File: src/rtl/fhpp_pkg.sv
// ----------------------------------------------------------------------------
// fhpp_pkg
// Shared constants and types of the framed height packet parser.
// ----------------------------------------------------------------------------
package fhpp_pkg;

   localparam logic [7:0] START_CODE = 8'h68;
   localparam logic [7:0] FIXED_CODE = 8'h01;
   localparam logic [7:0] END_CODE   = 8'h16;

   typedef enum logic [1:0] {
      STATUS_GOOD  = 2'd0,
      STATUS_FIXED = 2'd1,
      STATUS_SUM   = 2'd2,
      STATUS_END   = 2'd3
   } status_type;

   // One parser decision: whether a result is produced, and its fields
   typedef struct packed {
      logic        emit;
      status_type  status;
      logic [15:0] height;
   } result_type;

endpackage

File: src/rtl/fhpp_parse.sv
// ----------------------------------------------------------------------------
// fhpp_parse
// Frame state, running checksum and height capture; one byte per step.
// ----------------------------------------------------------------------------
module fhpp_parse
   import fhpp_pkg::*;
#(
   parameter int BODY_LEN   = 3,
   parameter int HEIGHT_POS = 1
) (
   input  logic       clock,
   input  logic       reset,
   input  logic       step,
   input  logic [7:0] rx_byte,
   input  logic       rearm,
   output result_type result
);

   localparam int PHASE_W = $clog2(BODY_LEN + 4);

   localparam logic [PHASE_W-1:0] PH_HUNT  = PHASE_W'(0);
   localparam logic [PHASE_W-1:0] PH_FIXED = PHASE_W'(1);
   localparam logic [PHASE_W-1:0] PH_BODY  = PHASE_W'(2);
   localparam logic [PHASE_W-1:0] PH_SUM   = PHASE_W'(BODY_LEN + 2);
   localparam logic [PHASE_W-1:0] PH_END   = PHASE_W'(BODY_LEN + 3);

   // Height bytes that fall outside the body are never captured
   localparam bit HI_IN = (HEIGHT_POS < BODY_LEN);
   localparam bit LO_IN = (HEIGHT_POS + 1 < BODY_LEN);
   localparam logic [PHASE_W-1:0] PH_HI = HI_IN ? PHASE_W'(HEIGHT_POS + 2) : PH_HUNT;
   localparam logic [PHASE_W-1:0] PH_LO = LO_IN ? PHASE_W'(HEIGHT_POS + 3) : PH_HUNT;

   logic [PHASE_W-1:0] phase_ff, phase_in;
   logic [7:0]         sum_ff, sum_in;
   logic [15:0]        height_ff, height_in;
   logic               armed_ff, armed_in;
   logic               armed_now;

   always_ff @(posedge clock) begin
      if (reset) begin
         phase_ff  <= PH_HUNT;
         sum_ff    <= '0;
         height_ff <= '0;
         armed_ff  <= 1'b1;
      end else if (step) begin
         phase_ff  <= phase_in;
         sum_ff    <= sum_in;
         height_ff <= height_in;
         armed_ff  <= armed_in;
      end
   end

   always_comb begin
      phase_in      = phase_ff;
      sum_in        = sum_ff;
      height_in     = height_ff;
      armed_now     = armed_ff | rearm;
      armed_in      = armed_now;
      result.emit   = 1'b0;
      result.status = STATUS_GOOD;
      result.height = '0;

      if (armed_now) begin
         if (phase_ff == PH_FIXED) begin
            if (rx_byte != FIXED_CODE) begin
               phase_in      = PH_HUNT;
               result.emit   = 1'b1;
               result.status = STATUS_FIXED;
            end else begin
               sum_in   = rx_byte;
               phase_in = PH_BODY;
            end
         end else if (phase_ff >= PH_BODY && phase_ff < PH_SUM) begin
            sum_in = sum_ff + rx_byte;
            if (HI_IN && phase_ff == PH_HI) begin
               height_in[15:8] = rx_byte;
            end else if (LO_IN && phase_ff == PH_LO) begin
               height_in[7:0] = rx_byte;
            end
            phase_in = phase_ff + PHASE_W'(1);
         end else if (phase_ff == PH_SUM) begin
            if (rx_byte != sum_ff) begin
               phase_in      = PH_HUNT;
               result.emit   = 1'b1;
               result.status = STATUS_SUM;
            end else begin
               phase_in = PH_END;
            end
         end else if (phase_ff == PH_END) begin
            phase_in    = PH_HUNT;
            result.emit = 1'b1;
            if (rx_byte != END_CODE) begin
               result.status = STATUS_END;
            end else begin
               armed_in      = 1'b0;
               result.status = STATUS_GOOD;
               result.height = height_ff;
            end
         end else begin
            // hunt, also from any unused phase value
            phase_in = PH_HUNT;
            if (rx_byte == START_CODE) begin
               phase_in  = PH_FIXED;
               sum_in    = '0;
               height_in = '0;
            end
         end
      end
   end

endmodule

File: src/rtl/framed_height_packet_parser.sv
// ----------------------------------------------------------------------------
// framed_height_packet_parser
// Frames 0x68 / 0x01 / body / checksum / 0x16 packets from a byte stream.
// ----------------------------------------------------------------------------
// Use: feed received bytes on the req_ channel, one per transfer, with
// req_tuser set on a byte to re-enable reception after a good packet. Each
// packet outcome leaves as one transfer on the rsp_ channel: status in
// rsp_tuser, height in rsp_tdata (zero unless status is good). Bytes that
// end no packet produce nothing.
// Throughput: one byte per cycle while no held result is stalled by the
// receiver. A byte is held in the input register, is parsed as it moves on,
// and its result is registered in the output register.
// When the receiver stalls, the held result blocks parsing; the input
// register still takes one more byte, then req_tready falls until the
// result is taken.
// Reset empties both registers, returns the parser to hunting for the start
// byte, clears the checksum and height, and arms reception.
// ----------------------------------------------------------------------------
module framed_height_packet_parser
   import fhpp_pkg::*;
#(
   parameter int BODY_LEN   = 3,
   parameter int HEIGHT_POS = 1
) (
   input  logic        clock,
   input  logic        reset,
   input  logic        req_tvalid,
   output logic        req_tready,
   input  logic [7:0]  req_tdata,   // [7:0] rx_byte
   input  logic [0:0]  req_tuser,   // [0] rearm
   output logic        rsp_tvalid,
   input  logic        rsp_tready,
   output logic [15:0] rsp_tdata,   // [15:0] height
   output logic [1:0]  rsp_tuser    // [1:0] status
);

   logic        in_valid_ff, in_valid_in;
   logic [7:0]  in_byte_ff;
   logic        in_rearm_ff;
   logic        out_valid_ff, out_valid_in;
   logic [15:0] out_height_ff;
   status_type  out_status_ff;
   logic        advance;
   result_type  result;

   // Parse the held byte when the output register is free or being emptied, result or not
   assign advance    = in_valid_ff & (~out_valid_ff | rsp_tready);
   assign req_tready = ~in_valid_ff | advance;

   fhpp_parse #(
      .BODY_LEN   (BODY_LEN),
      .HEIGHT_POS (HEIGHT_POS)
   ) u_parse (
      .clock   (clock),
      .reset   (reset),
      .step    (advance),
      .rx_byte (in_byte_ff),
      .rearm   (in_rearm_ff),
      .result  (result)
   );

   always_comb begin
      in_valid_in = in_valid_ff;
      if (req_tready) begin
         in_valid_in = req_tvalid;
      end
      out_valid_in = out_valid_ff;
      if (advance) begin
         out_valid_in = result.emit;
      end else if (rsp_tready) begin
         out_valid_in = 1'b0;
      end
   end

   always_ff @(posedge clock) begin
      if (reset) begin
         in_valid_ff  <= 1'b0;
         out_valid_ff <= 1'b0;
      end else begin
         in_valid_ff  <= in_valid_in;
         out_valid_ff <= out_valid_in;
      end
   end

   always_ff @(posedge clock) begin
      if (req_tready && req_tvalid) begin
         in_byte_ff  <= req_tdata;
         in_rearm_ff <= req_tuser[0];
      end
      if (advance && result.emit) begin
         out_status_ff <= result.status;
         out_height_ff <= result.height;
      end
   end

   assign rsp_tvalid = out_valid_ff;
   assign rsp_tdata  = out_height_ff;
   assign rsp_tuser  = out_status_ff;

endmodule

File: config.mk
export PLATFORM = sky130hd
export DESIGN_NAME = framed_height_packet_parser
export DESIGN_NICKNAME = d
export VERILOG_FILES = /design/src/rtl/fhpp_pkg.sv /design/src/rtl/fhpp_parse.sv /design/src/rtl/framed_height_packet_parser.sv
export SDC_FILE = /design/constraint.sdc
export NUM_CORES = 1
export LEC_CHECK = 0
export CAP_MARGIN = 25
export CORE_MARGIN = 4
export CORE_UTILIZATION = 45
export CTS_BUF_LIST = sky130_fd_sc_hd__clkbuf_4 sky130_fd_sc_hd__clkbuf_8
export CTS_CLUSTER_DIAMETER = 60
export DETAILED_ROUTE_END_ITERATION = 16
export DONT_BUFFER_PORTS = 1
export PLACE_DENSITY = 0.61
export SLEW_MARGIN = 20
export SYNTH_ARGS = -nofsm -noshare
export SYNTH_HDL_FRONTEND = slang
export SYNTH_SLANG_ARGS = --single-unit
File: constraint.sdc
create_clock -name clock -period 6.2 [get_ports clock]
set_input_delay 0.93 -clock clock [delete_from_list [all_inputs] [get_ports clock]]
set_output_delay 0.93 -clock clock [all_outputs]
set_load 0.05 [all_outputs]
; ---- Word-level counts from Yosys, hierarchy flattened
; Cells that the tools add are included.
[totals]
register_bits = 57
in_bits = 13
output_inout_bits = 20
elab_cells = 91
[classes]
n_addsub = 2
magnitude_cmp = 2
n_eq_ne = 17
muxes = 39
bitwise = 9
n_reduce_logical = 11
[op_table]
columns = op, n
row1 = 16-bit 2-to-1 mux, 7
row2 = 8-bit 2-to-1 mux, 9
row3 = 19-bit 2-to-1 mux, 3
row4 = 3-bit 2-to-1 mux, 9
row5 = 3-bit equality test (second input constant), 3
row6 = 1-bit 2-to-1 mux, 9
row7 = 8-bit adder, 1
row8 = 8-bit by 7-bit equality test with 1-bit output (second input constant), 1
row9 = 2-bit inequality test (second input constant), 4
row10 = 8-bit by 1-bit inequality test with 1-bit output (second input constant), 1
row11 = 8-bit by 5-bit inequality test with 1-bit output (second input constant), 1
row12 = 8-bit inequality test, 1
row13 = 8-bit AND reduction, 1
row14 = 7-bit AND reduction, 1
row15 = 3-bit by 1-bit inequality test with 1-bit output (second input constant), 2
row16 = 6-bit AND reduction, 1
row17 = 6-bit OR reduction, 1
row18 = 1-bit inverter, 5
row19 = 2-bit 2-to-1 mux, 2
row20 = 2-bit by 1-bit inequality test with 1-bit output (second input constant), 2
row21 = 2-bit nonzero test, 2
row22 = 3-bit by 1-bit adder with 3-bit output (second input constant), 1
row23 = 3-bit by 1-bit equality test with 1-bit output (second input constant), 1
row24 = 3-bit by 2-bit equality test with 1-bit output (second input constant), 1
row25 = other kinds (7), 11

; ---- Longest topological paths before layout
[logic_depth]
word_depth = 8
mapped_depth = 8
mapped_depth_nobuf = 7

; ---- Cells and area by module
; From an unflattened synthesis, not the netlist that was laid out.
[unflattened]
hier_cells = 262
area_unflattened_um2 = 2807.7
[modules_own_cells]
columns = module, instances, cells_per_inst, area_per_inst_um2
row1 = fhpp_parse, 1, 224, 1894.3
row2 = framed_height_packet_parser, 1, 38, 913.4

; ---- Least setup slack after synthesis
; OpenSTA, ideal clock, no wires.
[synth_timing]
path_kind = register -> register
start = register u_parse.phase_ff[1]
end = register out_height_ff[0] (netlist: rsp_tdata[0]) (enable)
setup_time_ns = 0.394
arrival_time_ns = 2.111
setup_slack_ns = 3.695
path_stages_with_launch = 8
n_path_buf = 1
period_less_slack_ns = 2.505
path_cell_list = dfxtp_1 > inv_1 > ha_1 > nand2b_1 > clkbuf_1 > a31oi_1 > a21oi_1 > nor2_1
[synth_via]
elab_chain_len = 7
elab_cells_between_ends = 12
cone_classes = order compare: 2 / eq/ne: 3 / mux: 5 / reduce/logical: 2
[synth_rtl]
columns = element, line
row1 = from (decl), fhpp_parse.sv:33  ; logic [PHASE_W-1:0] phase_ff, phase_in;
row2 = from (signal assigned), fhpp_parse.sv:46  ; phase_ff <= phase_in;
row3 = 3-bit equality test, fhpp_parse.sv:89  ; end else if (phase_ff == PH_END) begin
row4 = 19-bit 2-to-1 mux, fhpp_parse.sv:89
row5 = 3-bit 2-to-1 mux, fhpp_parse.sv:81  ; end else if (phase_ff == PH_SUM) begin
row6 = 19-bit 2-to-1 mux, fhpp_parse.sv:73  ; end else if (phase_ff >= PH_BODY && phase_ff < PH_SUM) begin
row7 = 3-bit 2-to-1 mux *, fhpp_parse.sv:64  ; if (phase_ff == PH_FIXED) begin
row8 = 19-bit 2-to-1 mux *, fhpp_parse.sv:63  ; if (armed_now) begin
row9 = 1-bit logical AND *, framed_height_packet_parser.sv:90  ; if (advance && result.emit) begin
row10 = to (signal assigned), framed_height_packet_parser.sv:92  ; out_height_ff <= result.height;
row11 = to (decl), framed_height_packet_parser.sv:41  ; logic [15:0] out_height_ff;
; Mark *: on every way between the ends. The rest lies on a longest branch, timed or not.
; A chain may end at the register's enable or synchronous reset.

; ---- Final worst setup path
[layout_timing]
start = register u_parse.phase_ff[1]
end = register u_parse.height_ff[9]
[layout_via]
elab_chain_len = 4
elab_cells_between_ends = 14
cone_classes = order compare: 2 / eq/ne: 7 / mux: 1 / bitwise: 1 / reduce/logical: 3
[layout_rtl]
columns = element, line
row1 = 3-bit by 2-bit greater-or-equal comparator with 1-bit output or 3-bit < comparator (tied branches), fhpp_parse.sv:73
row2 = 1-bit logical AND, fhpp_parse.sv:73
row3 = "2-bit inequality test (no line), or another cell as far along", n/a
row4 = 7-bit AND reduction (no line), n/a
row5 = to (signal assigned), fhpp_parse.sv:48  ; height_ff <= height_in;
row6 = to (decl), fhpp_parse.sv:35  ; logic [15:0] height_ff, height_in;
; Several ways; a longest one is shown, not always the timed one.

==> results.json <==
{
  "crit_path_cell_trace": "inv_1 > ha_1 > o21ai_0 > nor4bb_1 > mux2i_1 > o21ai_1 > a21oi_1",
  "routed-via-count": 2272,
  "die_h_um": 87.9,
  "grt_util_met1": 0.232,
  "core_mm2": 0.00606,
  "cts_sinks": 57,
  "detail-route-antenna-nets": 0,
  "max-slew-margin-rel": 0.502,
  "clk_latency_ns": 0.34,
  "nets": 320,
  "synth_seq_cells": 57,
  "arrival_ns": 2.93,
  "grt_overflow": 0,
  "holdCritPathClass": "flop to flop",
  "wire_per_inst_um": 17.3,
  "cp-start-kind": "flop",
  "initial_core_util": 0.474,
  "path_clk_slew_ns": 0.06,
  "critPathKind": "flop to flop",
  "clockBufferDepth": 2,
  "numPortBuffers": 0,
  "grt_antenna_before_repair": 0,
  "syn_area_mm2": 0.00288,
  "regArea_mm2": 0.00141,
  "grt_start_max_net_pins": 32,
  "synth-simple-area-share": 0.229,
  "dp_slack_ns": 3.65,
  "synth-warning-count": 0,
  "max-vdd-ir-drop_mv": 0.172,
  "fp.dieW_um": 87.9,
  "muxShareOfSynthArea": 0.00348,
  "post-route-period-util": 0.435,
  "layout-drive-gt1-share": 0.0833,
  "post-place-cells": 359,
  "syn_avg_cell_area_um2": 9.75,
  "synthToLayoutAreaGrowth_pct": 7.88,
  "busiest_layer": "met2",
  "routed_wl_um": 6480,
  "cts-root-buf": "clkbuf_8",
  "synth_compound_area_frac": 0.185,
  "period_needed_ns": 2.70,
  "synth-main-ff-cell": "dfxtp_1",
  "h-tree-depth": 3,
  "yosys.area_share.xor_xnor": 0.0122,
  "ctsResizeCount": 0,
  "holdBufCountCts": 0,
  "numCtsBuffers": 9,
  "first_iter_violations": 143,
  "met2_usage": 0.266,
  "ys_seq_area_frac": 0.491,
  "power.density_mw_per_mm2": 246,
  "ys_async_sr_fraction": 0,
  "cp_slowest_cell": "nor4bb_1",
  "drc": 0,
  "n_antenna_cell": 0,
  "p_leak_nw": 1.08,
  "grt_pass1_vias": 2121,
  "slew_viol_final": 0,
  "yosysTopAreaCell": "edfxtp_1",
  "rsz0062_at_grt": "no",
  "max_stage_delay_ns": 0.64,
  "cts_tree": "yes",
  "power_w": 0.000764,
  "grt_first_pass_wirelength_um": 10500,
  "setup_slack_ns": 3.50,
  "synth_area_leaders": "edfxtp_1 (28%), dfxtp_1 (21%), a21oi_1 (5.2%)",
  "cp_max_fo": 9,
  "gp_congestion": 0.972,
  "layout.cells.non_filler": 375,
  "ys_types": 48,
  "synth_edf_count": 27,
  "hold_viol_final": 0,
  "postCtsSetupBuffers": 0,
  "required_ns": 6.43,
  "synth_top_cell_area_share": 0.282,
  "setup_viol": 0,
  "die_area_mm2": 0.00773,
  "netlist_instances": 295,
  "via_per_inst": 6.06,
  "top_level_ports": 33,
  "hpwl_um": 4410,
  "status": "finished clean",
  "grt_use_total": 0.182,
  "end_kind": "flop",
  "rows": 28,
  "final_util": 0.512,
  "cap_violations": 0,
  "first_pass_iters": 4,
  "synth_top_family_by_area": "simple AND/OR/NAND/NOR gates",
  "finalSetupTns_ns": 0,
  "n_fill_cell": 559,
  "synthAdderAreaFrac": 0.0548,
  "synth_nets": 320,
  "tightest_slew_ns": 0.740,
  "multi_input_area_mm2": 0.00139,
  "clock_skew_ns": 0.00512,
  "max_freq_mhz": 370,
  "grt_use_met3": 0.0790
}
-- layout by cell type, fill, tap and decap left out, types with 5 or more instances in the layout --
cell	Yosys	routed
a21oi_1	30	30
dfxtp_1	30	30
edfxtp_1	27	27
nor2_1	23	23
nand4_1	20	20
o21ai_1	20	20
and2_1	18	18
nand2_1	13	13
ha_1	11	11
nor3_1	10	10
clkbuf_8	0	9
nand3_1	8	8
nor2b_1	6	6
o21ai_0	6	6
inv_1	5	5
-- cells by family after synthesis --
group,Yosys count
buf+inv,19
compound gates,83
fa+ha+maj,12
flops,57
mux,1
simple gates,119
xor+xnor,4
-- stage by stage --
step	area (um^2)	hold WS [ns]
after global placement	2940	0.440
after floorplan	2880	0.436
after CTS	3100	0.451
after global routing	3100	0.469
final	3100	0.445
after detailed placement	2940	0.442
-- area by class of cell --
| class | instances | share of cell area |
|---|---|---|
| repair buffers | 2 | 0.00484 |
| flip-flops and latches | 57 | 0.455 |
| multi-input cells | 219 | 0.449 |
| inverters | 6 | 0.00726 |
| well taps | 75 | 0.0303 |
| clock inverters | 6 | 0.0113 |
| clock buffers | 10 | 0.0424 |
-- sequential cells by signal (all words and copies together), names as in the netlist --
name and count:
in_byte_ff 8, in_rearm_ff 1, in_valid_ff 1, rsp_tdata 16
rsp_tuser 2, rsp_tvalid 1, u_parse.armed_ff 1, u_parse.height_ff 16
u_parse.phase_ff 3, u_parse.sum_ff 8
-- per-layer routing --
layer | share of wire | up-vias
met5 | 0 | -
met4 | 0.024 | 0
met3 | 0.067 | 18
met2 | 0.45 | 94
met1 | 0.46 | 1039
li1 | - | 1121
-- cell usage after synthesis (all sizes together) (3+ instances only) --
library cell and instances:
xnor2 4, nand2b 3, ha 11, or3 4, edfxtp 27, nand4 20, nand3 8, o21ai 26
nor2b 6, and2 18, inv 6, clkbuf 12, or3b 3, dfxtp 30, nor2 23, and3 3
nor3 10, a211oi 4, a21oi 30, a311oi 3, nor4 3, nand2 13
-- final timing paths --
check                       from                    to  slack [ns]  cells after the start
min reg2reg    u_parse.sum_ff[4]     u_parse.sum_ff[4]        0.45                      2
min            u_parse.sum_ff[4]     u_parse.sum_ff[4]        0.45                      2
max          u_parse.phase_ff[1]  u_parse.height_ff[9]        3.50                      7
max reg2reg  u_parse.phase_ff[1]  u_parse.height_ff[9]        3.50                      7
-- power by group --
group	switching, W	internal (W)	total (W)
logic	0.0000346	0.0000208	0.0000554
registers	0.0000165	0.000400	0.000417
clock network	0.000146	0.000146	0.000292
total	0.000197	0.000567	0.000764
-- critical path: cells and delay by family, from the launching register on --
family          cells  cell delay, ns
flops               1            0.49
fa+ha+maj           1            0.28
simple gates        1            0.64
buf+inv             1            0.08
mux                 1            0.40
compound gates      3            0.70
Power figures use the tool's default switching activity.
